File: src/hw/rtl/sma_pkg.sv
// shared types and constants of the spectrum magnitude averager
package sma_pkg;

	localparam int BIN_W     = 16;
	localparam int ROOT_W    = 16;
	localparam int RAD_W     = 2 * ROOT_W;
	localparam int SUM_W     = 24;
	localparam int MEAN_W    = 16;
	localparam int COL_W     = 8;
	localparam int CNT_W     = 9;
	localparam int CFG_IDX_W = 1;

	localparam logic [CFG_IDX_W-1:0] CFG_COLUMN_COUNT  = 1'd0;
	localparam logic [CFG_IDX_W-1:0] CFG_AVERAGE_COUNT = 1'd1;

	localparam logic [CNT_W-1:0]  CNT_RESET = 9'd1;
	localparam logic [MEAN_W-1:0] MEAN_MAX  = 16'hFFFF;

	typedef enum logic [2:0] {
		ST_IDLE,
		ST_SQ_RE,
		ST_SQ_IM,
		ST_RT_GO,
		ST_RT_WAIT,
		ST_ACC,
		ST_DIV_WAIT
	} sma_state_t;

endpackage

File: src/hw/rtl/sma_div.sv
// bit-serial restoring divider for the column mean
module sma_div (
	input  logic                      clk,
	input  logic                      arst_n,
	input  logic                      start,
	input  logic [sma_pkg::SUM_W-1:0] dividend,
	input  logic [sma_pkg::CNT_W-1:0] divisor,
	output logic                      busy,
	output logic [sma_pkg::SUM_W-1:0] quotient
);

	localparam int CW = $clog2(sma_pkg::SUM_W);

	logic [sma_pkg::SUM_W-1:0] dvd_q;
	logic [sma_pkg::CNT_W-1:0] dvs_q;
	logic [sma_pkg::CNT_W-1:0] rem_q;
	logic [CW-1:0]             cnt_q;
	logic                      busy_q;

	logic [sma_pkg::CNT_W:0] r_ext;
	logic                    ge;
	logic [sma_pkg::CNT_W:0] r_nxt;

	always_comb begin
		r_ext = {rem_q, dvd_q[sma_pkg::SUM_W-1]};
		ge    = r_ext >= {1'b0, dvs_q};
		r_nxt = ge ? r_ext - {1'b0, dvs_q} : r_ext;
	end

	always_ff @(posedge clk or negedge arst_n) begin
		if (!arst_n) begin
			busy_q <= 1'b0;
			cnt_q  <= '0;
		end else if (start) begin
			busy_q <= 1'b1;
			cnt_q  <= CW'(sma_pkg::SUM_W - 1);
		end else if (busy_q) begin
			cnt_q <= cnt_q - 1'b1;
			if (cnt_q == '0) begin
				busy_q <= 1'b0;
			end
		end
	end

	always_ff @(posedge clk) begin
		if (start) begin
			dvd_q <= dividend;
			dvs_q <= divisor;
			rem_q <= '0;
		end else if (busy_q) begin
			dvd_q <= {dvd_q[sma_pkg::SUM_W-2:0], ge};
			rem_q <= r_nxt[sma_pkg::CNT_W-1:0];
		end
	end

	assign busy     = busy_q;
	assign quotient = dvd_q;

endmodule

File: config.mk
export PLATFORM = sky130hd
export DESIGN_NAME = sma_div
export DESIGN_NICKNAME = d
export VERILOG_FILES = /design/src/hw/rtl/sma_pkg.sv /design/src/hw/rtl/sma_div.sv
export SDC_FILE = /design/constraint.sdc
export NUM_CORES = 1
export LEC_CHECK = 0
export ABC_CLOCK_PERIOD_IN_PS = 3200
export BUFFER_PORTS_ARGS = -buffer_cell sky130_fd_sc_hd__buf_2
export CAP_MARGIN = 0
export CORE_MARGIN = 10
export CORE_UTILIZATION = 52
export DETAILED_ROUTE_END_ITERATION = 10
export HOLD_SLACK_MARGIN = 0.12
export PLACE_DENSITY = 0.79
export SYNTH_ARGS = -nofsm -noshare
export SYNTH_HDL_FRONTEND = slang
export SYNTH_SLANG_ARGS = --single-unit
File: constraint.sdc
create_clock -name clk -period 3.2 [get_ports clk]
set_clock_uncertainty 0.2 [all_clocks]
set_input_delay 0.96 -clock clk [delete_from_list [all_inputs] [get_ports clk]]
set_output_delay 0.96 -clock clk [all_outputs]
set_load 0.05 [all_outputs]
==> metrics.txt <==
met1 usage approximately 17%; met2 usage 20.8%; HP Class in2async; Synth Register Bits between 40 and 50; Final HPWL DP 3790 um; area grow syn2layout 17.7%; Comb power frac a little over two fifths; Hold Slack 0.276 ns; die height approximately 88 um; hold_buf cts 0; Sw Ratio between 30% and 40%; Root Driver clkbuf_8; Peak VDD IR approximately 0.43 mV; layout cells sized above 1 about two fifths; busiest grt layer met2; final core utilization around 64%; Core ar. approximately 0.0044 sq mm; # IOs slightly above 60; Mapped Cells roughly 190; Worst Setup SP quotient[23]; wire length per cell 16.8 um; GR Overflow Total 0; Pint approximately 1300 uW; number of synthesized flops with an enable pin 33; CTS sink cnt 48; asr flop ratio synth about an eighth; Worst setup EP type flip-flop; sequential share of the synthesized area between 50% and 60%; Antenna Cells 0; Crit Path Category reg2reg; Clock Pin Slew Worst Setup and Hold Paths approximately 0.090 ns; Data arrival, critical path 2.63 ns; Flop pwr share 41.0%; CTS tree done; Area after DPL around 0.0028 sq mm; Pleak between 0.001 and 0.0015 uW; Nets approximately 300; PwrDens 721 mW/mm^2; startpoint types flip-flop; Sw Pwr between 700 and 800 uW; Hold Vio Cnt, Final 0; Antenna Nets Post-Route 0; DRT Pass-1 Iters 4; Synthesized Nets around 240; setup bufs post-CTS 0; dominant synthesized flop cell edfxtp_1; crit-path max cell delay between 0.4 and 0.5 ns; vias in the first global route around 1700; cell family with most CP delay compound AO/OA/AOI/OAI gates; post-route setup slack 0.427 ns; Final setup violation count 0; grt met3 use between 6 and 7%; port bufs 60; GRT Overall Usage 13.7%; number of core rows 24; status finished, final reports clean; final instance area about 0.0029 sq mm; post-CTS sizing 0; post-synthesis cell area 0.00243 sq mm; RD Place Congestion 0.810; max-cap viol count 0; relative slew slack 38.3%; Clock Latency Late Sink between 0.2 and 0.3 ns; CTS HTree Levels 2; syn avg cell area between 10 and 15 sq um; Syn. warnings 0; critical path cell sequence inv_1, ha_1, inv_1, fa_1, a211oi_2, o31ai_4, a211oi_4, buf_4, inv_1, mux2_2; Vias/cell about 5.4; chip width roughly 88 um; drt total wl approximately 5100 um; Worst Path Required 3.06 ns; Die ar. around 0.0078 sq mm; Residual DRC 0; TritonCTS Buffers 5; vias around 1700; fin crit share a little under 90%; r2r startpoint quotient[23]; Initial Util 54.8%; first-pass GRT wire length about 8300 um; RSZ-0062 raised after global routing false; Critical Path Fanout Max 8; Initial DRC Count between 90 and 100; Clk pwr share 16.6%; min Tclk post-route ~2.8 ns; DP Worst Slack 0.435 ns; Yosys cell types 42; post-route setup TNS 0 ns; Slew @ Worst Pin ~0.92 ns; initial antenna violation count 0; largest net degree at the start of global routing 47; Crit path top cell by count inv_1; Max Fclk roughly 360 MHz; Max clock buf depth 2; Crit-path slowest cell edfxtp_1; Buf/Inv on CP 4; Max Slew Vio Count 0
==> placed cells by master (no fill, tap or decap), drive strengths merged, types with 2 or more instances in the layout <==
| cell type | Yosys | layout |
|---|---|---|
| buf | 3 | 64 |
| edfxtp | 33 | 33 |
| mux2 | 24 | 24 |
| inv | 16 | 16 |
| ha | 11 | 11 |
| nor2 | 10 | 10 |
| dfxtp | 9 | 9 |
| xnor2 | 7 | 7 |
| nand2b | 6 | 6 |
| dfrtp | 6 | 6 |
| clkbuf | 5 | 6 |
| nand2 | 5 | 5 |
| o31ai | 5 | 5 |
| a211oi | 5 | 5 |
| a21o | 4 | 4 |
| a21oi | 3 | 3 |
| nor3 | 3 | 3 |
| a211o | 3 | 3 |
| xor2 | 3 | 3 |
| o21ai | 3 | 3 |
| a32oi | 3 | 3 |
| mux2i | 3 | 3 |
| nand4 | 2 | 2 |
| nor2b | 2 | 2 |
| a31oi | 2 | 2 |
| clkinv | 0 | 2 |
| and3 | 2 | 2 |
==> worst paths after layout <==
path	depth (start not counted)	slack, ns	to
min in group clk	2	0.31	rem_q[8]
worst min-delay path	1	0.28	cnt_q[1]
worst min register to register	2	0.31	rem_q[8]
worst max register to register	10	0.43	quotient[0]
worst max-delay path	10	0.43	quotient[0]
max in group asynchronous	1	2.38	cnt_q[4]
==> registers in the layout, indices dropped and copies added, names as in the netlist <==
signal / cells
rem_q: 9
cnt_q: 5
quotient: 24
busy: 1
dvs_q: 9
==> routing by layer <==
layer,part of all wire [%],wire length (um),vias to the layer above
met3,8.9,452,2
met4,0.47,24,0
li1,-,-,819
met5,0,0,-
met2,45,2270,45
met1,46,2350,788
==> stage by stage <==
step | cells | power, uW
floorplan | 188 | 1530
global placement | 296 | 1700
detailed placement | 296 | 1710
CTS | 304 | 2060
global route | 304 | 2180
finish | 304 | 2060
==> logic make-up (layout without fill, tap and decap cells) <==
family | count (synthesis) | in the layout | synth area share (%)
simple gates | 35 | 35 | 7.61
compound gates | 32 | 32 | 11.4
mux | 27 | 27 | 12.3
xor+xnor | 10 | 10 | 3.60
fa+ha+maj | 12 | 12 | 6.47
buf+inv | 24 | 88 | 4.32
flops | 48 | 48 | 54.3
==> synth_stat cells, drive strengths merged, types with 3 or more instances <==
cell	count	area (sq um)
a21o	4	31.3
o31ai	5	51.3
nor3	3	15.0
clkbuf	5	18.8
inv	16	60.1
ha	11	138
edfxtp	33	991
a21oi	3	15.0
nor2	10	37.5
mux2	24	270
nand2b	6	37.5
nand2	5	18.8
xor2	3	26.3
o21ai	3	15.0
dfxtp	9	180
xnor2	7	61.3
buf	3	26.3
a32oi	3	26.3
mux2i	3	30.0
dfrtp	6	150
a211o	3	26.3
a211oi	5	60.1
==> power by group through the flow <==
| stage | clock [uW] | combinational (uW) | sequential [uW] |
|---|---|---|---|
| after global routing | 376 | 939 | 860 |
| after detailed placement | 0 | 858 | 856 |
| after global placement | 0 | 847 | 855 |
| after floorplan | 0 | 553 | 980 |
| after CTS | 352 | 866 | 845 |
| final | 342 | 875 | 847 |
==> cell type report <==
cell class / count / area [sq um]
Inverter: 16 / 60.1
Clock inverter: 2 / 7.51
Sequential cell: 48 / 1320
Timing Repair Buffer: 64 / 330
Fill cell: 360 / 1580
Multi-Input combinational cell: 116 / 1010
Tap cell: 52 / 65.1
Clock buffer: 6 / 72.6
Note: power is estimated with default switching activity, not from simulation.
