### src/hw/rtl/sma_pkg.sv
// shared types and constants of the spectrum magnitude averager
package sma_pkg;

	localparam int BIN_W     = 16;
	localparam int ROOT_W    = 16;
	localparam int RAD_W     = 2 * ROOT_W;
	localparam int SUM_W     = 24;
	localparam int MEAN_W    = 16;
	localparam int COL_W     = 8;
	localparam int CNT_W     = 9;
	localparam int CFG_IDX_W = 1;

	localparam logic [CFG_IDX_W-1:0] CFG_COLUMN_COUNT  = 1'd0;
	localparam logic [CFG_IDX_W-1:0] CFG_AVERAGE_COUNT = 1'd1;

	localparam logic [CNT_W-1:0]  CNT_RESET = 9'd1;
	localparam logic [MEAN_W-1:0] MEAN_MAX  = 16'hFFFF;

	typedef enum logic [2:0] {
		ST_IDLE,
		ST_SQ_RE,
		ST_SQ_IM,
		ST_RT_GO,
		ST_RT_WAIT,
		ST_ACC,
		ST_DIV_WAIT
	} sma_state_t;

endpackage

### src/hw/rtl/sma_sqrt.sv
// digit-serial integer square root, two radicand bits per cycle
module sma_sqrt (
	input  logic                       clk,
	input  logic                       arst_n,
	input  logic                       start,
	input  logic [sma_pkg::RAD_W-1:0]  radicand,
	output logic                       busy,
	output logic [sma_pkg::ROOT_W-1:0] root
);

	localparam int REM_W = sma_pkg::ROOT_W + 2;
	localparam int EXT_W = REM_W + 2;
	localparam int CW    = $clog2(sma_pkg::ROOT_W);

	logic [sma_pkg::RAD_W-1:0]  rad_q;
	logic [REM_W-1:0]           rem_q;
	logic [sma_pkg::ROOT_W-1:0] root_q;
	logic [CW-1:0]              cnt_q;
	logic                       busy_q;

	logic [EXT_W-1:0] rem_ext;
	logic [EXT_W-1:0] trial;
	logic             ge;
	logic [EXT_W-1:0] rem_nxt;

	always_comb begin
		rem_ext = {rem_q, rad_q[sma_pkg::RAD_W-1 -: 2]};
		trial   = {2'b00, root_q, 2'b01};
		ge      = rem_ext >= trial;
		rem_nxt = ge ? rem_ext - trial : rem_ext;
	end

	always_ff @(posedge clk or negedge arst_n) begin
		if (!arst_n) begin
			busy_q <= 1'b0;
			cnt_q  <= '0;
		end else if (start) begin
			busy_q <= 1'b1;
			cnt_q  <= CW'(sma_pkg::ROOT_W - 1);
		end else if (busy_q) begin
			cnt_q <= cnt_q - 1'b1;
			if (cnt_q == '0) begin
				busy_q <= 1'b0;
			end
		end
	end

	always_ff @(posedge clk) begin
		if (start) begin
			rad_q  <= radicand;
			rem_q  <= '0;
			root_q <= '0;
		end else if (busy_q) begin
			rad_q  <= {rad_q[sma_pkg::RAD_W-3:0], 2'b00};
			rem_q  <= rem_nxt[REM_W-1:0];
			root_q <= {root_q[sma_pkg::ROOT_W-2:0], ge};
		end
	end

	assign busy = busy_q;
	assign root = root_q;

endmodule

### config.mk
export PLATFORM = sky130hd
export DESIGN_NAME = sma_sqrt
export DESIGN_NICKNAME = d
export VERILOG_FILES = /design/src/hw/rtl/sma_pkg.sv /design/src/hw/rtl/sma_sqrt.sv
export SDC_FILE = /design/constraint.sdc
export NUM_CORES = 1
export LEC_CHECK = 0
export ABC_AREA = 1
export ABC_CLOCK_PERIOD_IN_PS = 2500
export CORE_ASPECT_RATIO = 1.4
export CORE_MARGIN = 5
export CORE_UTILIZATION = 50
export DETAILED_ROUTE_END_ITERATION = 16
export DONT_BUFFER_PORTS = 1
export GPL_ROUTABILITY_DRIVEN = 0
export GPL_TIMING_DRIVEN = 0
export PLACE_DENSITY_LB_ADDON = 0.15
export SETUP_SLACK_MARGIN = 0.05
export SKIP_LAST_GASP = 1
export SYNTH_ARGS = -nofsm -noshare
export SYNTH_HDL_FRONTEND = slang
export SYNTH_SLANG_ARGS = --single-unit
### constraint.sdc
create_clock -name clk -period 2.5 [get_ports clk]
set_input_delay 0.125 -clock clk [delete_from_list [all_inputs] [get_ports clk]]
set_output_delay 0.125 -clock clk [all_outputs]
set_load 0.01 [all_outputs]
==> results of run 1 <==
cell usage in the layout (no fill, tap or decap), types with 2 or more instances in the layout:
cell type and count:
o21bai_1 3, nor2_4 3, clkinvlp_4 2, nor2_1 24, buf_4 2, nand2_1 215
clkinv_1 4, edfxtp_1 32, dfxtp_1 34, nand3_2 10, a31oi_1 2, o21ai_1 5
nor2_2 2, xnor2_1 2, xor2_1 4, nor3_1 2, a21oi_1 16, dlygate4sd3_1 30
or2_1 2, clkbuf_16 11, nand2_2 8, nand4_1 9, ha_1 19, inv_2 6
o21ai_0 4, nand3_1 37, inv_1 66, buf_2 3, o22ai_1 15, clkbuf_1 6
dfrtp_1 5
cells by family (layout without fill, tap and decap cells):
| family | count (synthesis) | count (layout) | share of synthesized area, % |
|---|---|---|---|
| adder cells (fa/ha/maj) | 19 | 19 | 5.72 |
| flip-flops | 71 | 71 | 42.5 |
| AND/OR/NAND/NOR | 315 | 315 | 34.2 |
| XOR/XNOR | 6 | 6 | 1.27 |
| buffers and inverters | 90 | 136 | 9.25 |
| AO/OA/AOI/OAI | 50 | 50 | 7.05 |
final timing paths:
kind / start / endpoint / slack, ns / cells past startpoint
worst max-delay path: root[5] / rem_q[4] / 0.31 / 15
worst min-delay path: start / rem_q[13] / 0.02 / 3
max in group asynchronous: arst_n / cnt_q[2] / 2.21 / 1
worst max register to register: root[5] / rem_q[4] / 0.31 / 15
worst min register to register: rem_q[17] / rem_q[17] / 0.46 / 2
min in group asynchronous: arst_n / busy / 0.09 / 1
registers in the layout (all words and copies together), names as in the netlist:
name,count
rem_q,18
root,16
cnt_q,4
busy,1
rad_q,32
power groups by stage:
stage | Clock (mW) | Sequential (mW) | Combinational, mW
2_1_floorplan | 0 | 1.52 | 2.34
3_3_place_gp | 0 | 1.55 | 2.84
3_5_place_dp | 0 | 1.55 | 2.87
4_1_cts | 1.31 | 1.53 | 2.93
5_1_grt | 1.36 | 1.55 | 3.34
6_report | 1.30 | 1.53 | 2.94
worst max-delay path, delay by kind of cell (launching register included):
kind	cells	cell delay (ns)
AND/OR/NAND/NOR	10	0.84
buffers and inverters	4	0.45
flip-flops	1	0.42
adder cells (fa/ha/maj)	1	0.36
cell type report:
class | instances | area (sq um)
buffer | 14 | 87.6
multi-input combinational | 390 | 2000
clock buffer | 12 | 289
tap | 102 | 128
clock inverter | 4 | 23.8
sequential | 71 | 1770
inverter | 76 | 298
fill | 696 | 3250
timing repair buffer | 30 | 300
through the flow:
step | setup slack, ns | hold slack, ns | instances | cell area (sq um)
after floorplan | 0.275 | -0.171 | 551 | 4150
after global placement | -0.404 | -0.170 | 653 | 4280
after detailed placement | 0.306 | -0.170 | 653 | 4280
after CTS | 0.290 | 0.00522 | 699 | 4890
after global routing | 0.110 | 0.0331 | 699 | 4890
final | 0.306 | 0.0237 | 699 | 4890
routing by layer:
| layer | wire length (um) | vias to the layer above | global-route usage (%) | part of all wire [%] |
|---|---|---|---|---|
| li1 | - | 1855 | - | - |
| met1 | 4220 | 1675 | 23.2 | 40 |
| met2 | 5430 | 95 | 38.0 | 52 |
| met3 | 511 | 21 | 5.81 | 4.9 |
| met4 | 355 | 0 | 9.26 | 3.4 |
| met5 | 0 | - | 0 | 0 |
what timing repair did:
action	4_1_cts	5_1_grt
endpoints found under the hold margin	34	0
hold buffers	30	0
setup buffers	0	0
==> metrics.txt, run 1 <==
post-DP HPWL 7.65 mm; routed wire length per instance 15.0 um; die height 118 um; first-pass GRT wire length 17.1 mm; Ys Warns 0; Top FF cell, synth dfxtp_1; DRC 0; crit path cell chain inv_1 -> ha_1 -> nand2_1 -> inv_1 -> nand2_1 -> nand2_1 -> nand2_1 -> nand2_1 -> nand2_1 -> nand4_4 -> buf_12 -> nand2_8 -> clkinv_8 -> nand2_2 -> nand3_2; I/O Pins 52; Synthesized Nets 605; die area 10300 sq um; status complete, no violations; Worst-Margin Slew 0.871 ns; Post-synth top cells nand2_1, inv_1, nand3_1; vias after detailed routing 3646; placement row count 39; Initial DRT Pass Iterations 4; Clock Latency Late Sink 0.33 ns; share of cells above drive strength 1 9.38%; antenna-violating nets left 0; dominant cells by area after synthesis edfxtp_1, nand2_1, dfxtp_1, inv_1, ha_1; vias in the first global route 3663; setup_tns 0 ns; Critical Path AT 2.40 ns; CTS resizes 0; Design Power 5.77 mW; IO Port Bufs 0; CTS tree done; Max Cap Viol 0; Max FO, Critical Path 10; pin count of the biggest net entering global routing 42; Die W 87.0 um; Critical Path Sink Type flip-flop; Initial Utilization 51.0%; clk_skew 0.00813 ns; Worst path max stage delay 0.42 ns; Syn-to-layout area delta 17.9%; clock sinks 71; Setup violations, final 0; Post-synth ARST share 7.04%; initial antenna violation count 0; RSZ-0062 raised after global routing false; post-route clock period utilization 87.7%; Worst Setup Start Kind flip-flop; drt via density 5.22; total net switching power 2.45 mW; clock share of power 22.5%; pwr/cell area 1180 nW/um^2; Layout Nets 646; Seq/Total Area, Yosys 42.5%; synthesized area per cell 7.54 sq um; Leak Pwr 2.41 nW; Synth cell types 40; Final Hold Fails 0; DRT iter0 DRCs 206; Gate power share 50.9%; final core occ 60.1%; total track usage 21.4%; Post-synth EDFFs 32; grt ovf 0; Hold Path Class input port to flip-flop; H-tree levels 3; CTS clk-pin slew, worst paths 0.06 ns; Sequential Power Share 26.6%; CP Class flip-flop to flip-flop; Post-Syn Area 4150 sq um; CP max-delay cell dfxtp_1; Synth area leader edfxtp_1; Sw Share 42.5%; Worst path most repeated cell nand2_1; critical path required time 2.71 ns; f_max 0.456 GHz; synthesis-stage register bit count 71; Core ar. 8150 sq um; post-synth top area share 23.1%; internal power 3.32 mW; Rel. slew slack 42.0%; cells after synthesis 551; CTS Buf Count 9; clk root buf clkbuf_16; most frequent cell after synthesis nand2_1; final wirelength 10.5 mm; clk buf depth 2; worst IR drop on VDD 750 uV; pins over their slew limit 0; Tmin final 2.19 ns; diode count 0
No activity file was read; power rests on OpenSTA's default activity.
==> run 2: changes to the inputs <==
--- a/config.mk
+++ b/config.mk
@@ -10,11 +10,13 @@
 export CORE_ASPECT_RATIO = 1.4
 export CORE_MARGIN = 5
 export CORE_UTILIZATION = 50
+export CTS_CLUSTER_SIZE = 20
 export DETAILED_ROUTE_END_ITERATION = 16
 export DONT_BUFFER_PORTS = 1
 export GPL_ROUTABILITY_DRIVEN = 0
 export GPL_TIMING_DRIVEN = 0
 export PLACE_DENSITY_LB_ADDON = 0.15
+export RECOVER_POWER = 25
 export SETUP_SLACK_MARGIN = 0.05
 export SKIP_LAST_GASP = 1
 export SYNTH_ARGS = -nofsm -noshare
==> metrics.txt, run 2 (synthesis results as in run 1) <==
Worst path max stage delay 0.41 ns; Setup violations, final 0; most common cell after layout, fill and taps aside nand2_1; Worst Setup Start Kind flip-flop; Initial Utilization 51.0%; share of cells above drive strength 1 8.88%; H-tree levels 3; post-DP HPWL 7.65 mm; crit path cell chain inv_1 -> ha_1 -> nand2_2 -> inv_1 -> nand2_1 -> nand2_1 -> inv_1 -> o21ai_0 -> a21oi_1 -> nand4_1 -> nand3_1 -> nand2_1 -> inv_1; clock sinks 71; diode count 0; f_max 0.452 GHz; filler cell count 698; Core ar. 8150 sq um; CTS resizes 0; antenna-violating nets left 0; total track usage 21.4%; CTS clk-pin slew, worst paths 0.06 ns; met3 usage 5.81%; initial antenna violation count 0; CTS Buf Count 9; Worst path most repeated cell inv_1; Final Hold Fails 0; grt ovf 0; CP delay by family, top simple AND/OR/NAND/NOR gates; drt via density 5.27; clk_skew 0.00643 ns; Sw Share 42.5%; total net switching power 2.45 mW; Die W 87.0 um; DRT iter0 DRCs 225; Buf/Inv on CP 4; Hold Path Class input port to flip-flop; vias in the first global route 3663; most frequent cells in the layout nand2_1, inv_1, nand3_1; Max Cap Viol 0; Biggest register rad_q; CTS tree done; Clock Latency Late Sink 0.33 ns; Critical Path Sink Type flip-flop; GR Layer Usage met1 23.2%; routed wire length per instance 15.0 um; Rel. slew slack 42.5%; post-route clock period utilization 88.5%; die height 118 um; Leak Pwr 2.41 nW; die area 10300 sq um; clk buf depth 2; Non-Filler Instances 699; placement row count 39; Worst-Margin Slew 0.862 ns; IO Port Bufs 0; CP max-delay cell a21oi_1; placed cells 653; pins over their slew limit 0; pre-CTS setup slack 0.306 ns; Syn-to-layout area delta 17.7%; Tmin final 2.21 ns; pin count of the biggest net entering global routing 42; met2 usage 38.0%; RSZ-0062 raised after global routing false; Sequential Power Share 26.6%; final wirelength 10.5 mm; GRT busiest layer met2; status complete, no violations; Largest register FFs 32; pwr/cell area 1180 nW/um^2; R2R Setup Slk 0.29 ns; Initial DRT Pass Iterations 5; DRC 0; internal power 3.32 mW; CP Class flip-flop to flip-flop; vias after detailed routing 3684; setup ws final 0.288 ns; critical path required time 2.77 ns; Layout Nets 646; first-pass GRT wire length 17.1 mm; worst IR drop on VDD 754 uV; I/O Pins 52; Gate power share 50.9%; Critical Path AT 2.48 ns; clk root buf clkbuf_16; Max FO, Critical Path 6; clock share of power 22.5%
==> run 2: worst paths after layout <==
check | startpoint | depth (start not counted) | to
max in group asynchronous | arst_n | 1 | cnt_q[2]
worst min register to register | rem_q[17] | 2 | rem_q[17]
worst min-delay path | start | 3 | rem_q[13]
worst max register to register | root[13] | 13 | rem_q[7]
min in group asynchronous | arst_n | 1 | busy
worst max-delay path | root[13] | 13 | rem_q[7]
==> run 2: layer usage <==
layer  wire length, um  vias up
li1                  -     1854
met1              4190     1700
met2              5410      108
met3               540       22
met4               374        0
met5                 0        -
==> run 2: repair_timing <==
item,4_1_cts,5_1_grt
setup endpoints to repair,0,0
buffers inserted,0,0
hold endpoints to repair,34,0
hold buffers,30,0
==> run 2: layout make-up <==
class                           count  area (sq um)  share of cell area (%)
Tap cell                          102           128                    2.61
Buffer                             14          81.3                    1.66
Clock buffer                       12           289                    5.91
Sequential cell                    71          1770                    36.1
Multi-Input combinational cell    390          2000                    41.0
Timing Repair Buffer               30           300                    6.14
Inverter                           76           298                    6.09
Clock inverter                      4          23.8                   0.486
==> run 2: through the flow <==
step | utilization [%] | setup TNS (ns) | power, mW | cell area (sq um) | hold slack (ns)
2_1_floorplan | - | 0 | 3.85 | 4150 | -0.171
3_5_place_dp | 52.5 | 0 | 4.42 | 4280 | -0.170
4_1_cts | 60.1 | 0 | 5.77 | 4890 | 0.00522
3_3_place_gp | 52.5 | -15.82 | 4.40 | 4280 | -0.170
6_report | 60.0 | 0 | 5.77 | 4890 | 0.0180
5_1_grt | 60.0 | 0 | 6.25 | 4890 | 0.0331
==> run 2: power groups by stage <==
stage	Combinational [mW]	Clock [mW]	Sequential, mW
floorplan	2.34	0	1.52
global placement	2.84	0	1.55
detailed placement	2.87	0	1.55
CTS	2.93	1.31	1.53
global route	3.34	1.36	1.55
finish	2.94	1.30	1.53
==> run 2: tightest hold or removal path, cell delays in order <==
cell and delay [ns]:
nor2_2 0.06, nand2_1 0.06, o21ai_1 0.05
==> run 3: changes to the inputs <==
--- a/config.mk
+++ b/config.mk
@@ -6,7 +6,6 @@
 export NUM_CORES = 1
 export LEC_CHECK = 0
 export ABC_AREA = 1
-export ABC_CLOCK_PERIOD_IN_PS = 2500
 export CORE_ASPECT_RATIO = 1.4
 export CORE_MARGIN = 5
 export CORE_UTILIZATION = 50
==> constraint.sdc (replaced) <==
create_clock -name clk -period 2.7 [get_ports clk]
set_input_delay 0.135 -clock clk [delete_from_list [all_inputs] [get_ports clk]]
set_output_delay 0.135 -clock clk [all_outputs]
set_load 0.01 [all_outputs]
==> metrics.txt, run 3 (synthesis results as in run 1) <==
Critical Path AT 2.41 ns; share of cells above drive strength 1 8.91%; most common cell after layout, fill and taps aside nand2_1; post-DP HPWL 7.65 mm; vias after detailed routing 3647; internal power 3.07 mW; DR top layer met4; pins over their slew limit 0; I/O Pins 52; Leak Pwr 2.40 nW; metal2 WL 5.41 mm; Design Power 5.34 mW; clock share of power 22.5%; clk buf depth 2; Largest register FFs 32; post-route clock period utilization 81.7%; Max Cap Viol 0; Gate power share 50.9%; Non-Filler Instances 697; initial antenna violation count 0; total track usage 21.2%; pin count of the biggest net entering global routing 42; setup_tns 0 ns; total net switching power 2.27 mW; clock sinks 71; Worst-Margin Slew 0.851 ns; grt ovf 0; Core ar. 8150 sq um; post-route cell area 4870 sq um; diode count 0; first-pass GRT wire length 16.9 mm; Sw Share 42.5%; Setup Buffers After CTS 0; Sequential Power Share 26.6%; final wirelength 10.4 mm; H-tree levels 3; pre-CTS setup slack 0.506 ns; Worst R2R Start root[5]; pwr/cell area 1100 nW/um^2; f_max 0.453 GHz; placement row count 39; Initial DRT Pass Iterations 5; IO Port Bufs 0; hold slack -0.00166 ns; HP Start radicand[21]; drt via density 5.23; Layout Nets 644; DRC 0; Hold Path Class input port to flip-flop; setup ws final 0.495 ns; DRT iter0 DRCs 190; vias in the first global route 3647; final core occ 59.7%; Die W 87.0 um; Biggest register rad_q; CP startpoint root[5]; die height 118 um; Placement Cell Area 4280 sq um; Setup violations, final 0; Initial Utilization 51.0%; DRT met1 WL 4.19 mm; Final Hold Fails 1; routed wl met3 460 um; placed cells 653; clk root buf clkbuf_16; CTS resizes 0; Clock Latency Late Sink 0.33 ns; Worst Setup Start Kind flip-flop; critical path required time 2.91 ns; status complete, but fails checks; CTS tree done; most frequent cells in the layout nand2_1, inv_1, nand3_1; worst IR drop on VDD 698 uV; RSZ-0062 raised after global routing false; failing checks negative hold slack; CTS clk-pin slew, worst paths 0.05 ns; Rel. slew slack 43.3%; clk_skew 0.00838 ns; CTS Buf Count 9; Syn-to-layout area delta 17.2%; die area 10300 sq um; CP Class flip-flop to flip-flop; Tmin final 2.21 ns; Critical Path Sink Type flip-flop; routed wire length per instance 14.9 um; antenna-violating nets left 0; Max FO, Critical Path 10
## run 3: cell count changes in the layout (fill, tap and decap cells not counted)
cell and change:
dlygate4sd3_1 -2
## run 3: power groups by stage
stage / logic [mW] / clock network [mW] / registers, mW
final: 2.72 / 1.20 / 1.42
after global routing: 3.09 / 1.26 / 1.43
after CTS: 2.71 / 1.21 / 1.42
after detailed placement: 2.65 / 0 / 1.44
after global placement: 2.63 / 0 / 1.44
after floorplan: 2.16 / 0 / 1.40
## run 3: per-layer routing
metal	up-vias	global-route usage [%]
li1	1851	-
met1	1692	23.2
met2	88	37.6
met3	16	5.46
met4	0	8.87
met5	-	0
## run 3: what timing repair did
action / in CTS / in global routing
setup endpoints to repair: 0 / 0
hold buffers: 28 / 0
hold endpoints to repair: 32 / 0
## run 3: area by class of cell
cell class,instances,area [sq um]
Sequential cell,71,1770
Clock buffer,12,289
Buffer,14,81.3
Timing Repair Buffer,28,280
Clock inverter,4,23.8
Multi-Input combinational cell,390,2000
Inverter,76,298
Tap cell,102,128
Fill cell,704,3280
## run 3: final timing paths
| check | cells after the start | slack, ns | end |
|---|---|---|---|
| max in group asynchronous | 1 | 2.40 | cnt_q[2] |
| max | 13 | 0.49 | rem_q[11] |
| min in group asynchronous | 1 | 0.10 | busy |
| min | 2 | -0.002 | rad_q[21] |
| min reg2reg | 2 | 0.46 | rem_q[17] |
| max reg2reg | 13 | 0.49 | rem_q[11] |
## run 3: worst max-delay path, cell delays in order (launching register included)
cell      delay [ns]
dfxtp_1         0.42
inv_1           0.11
ha_1            0.36
nand2_1         0.13
inv_1           0.08
nand2_1         0.07
nand2_1         0.05
nand2_1         0.09
nand2_1         0.06
nand2_1         0.10
nand4_4         0.13
buf_6           0.19
o211ai_1        0.22
nand2_1         0.07
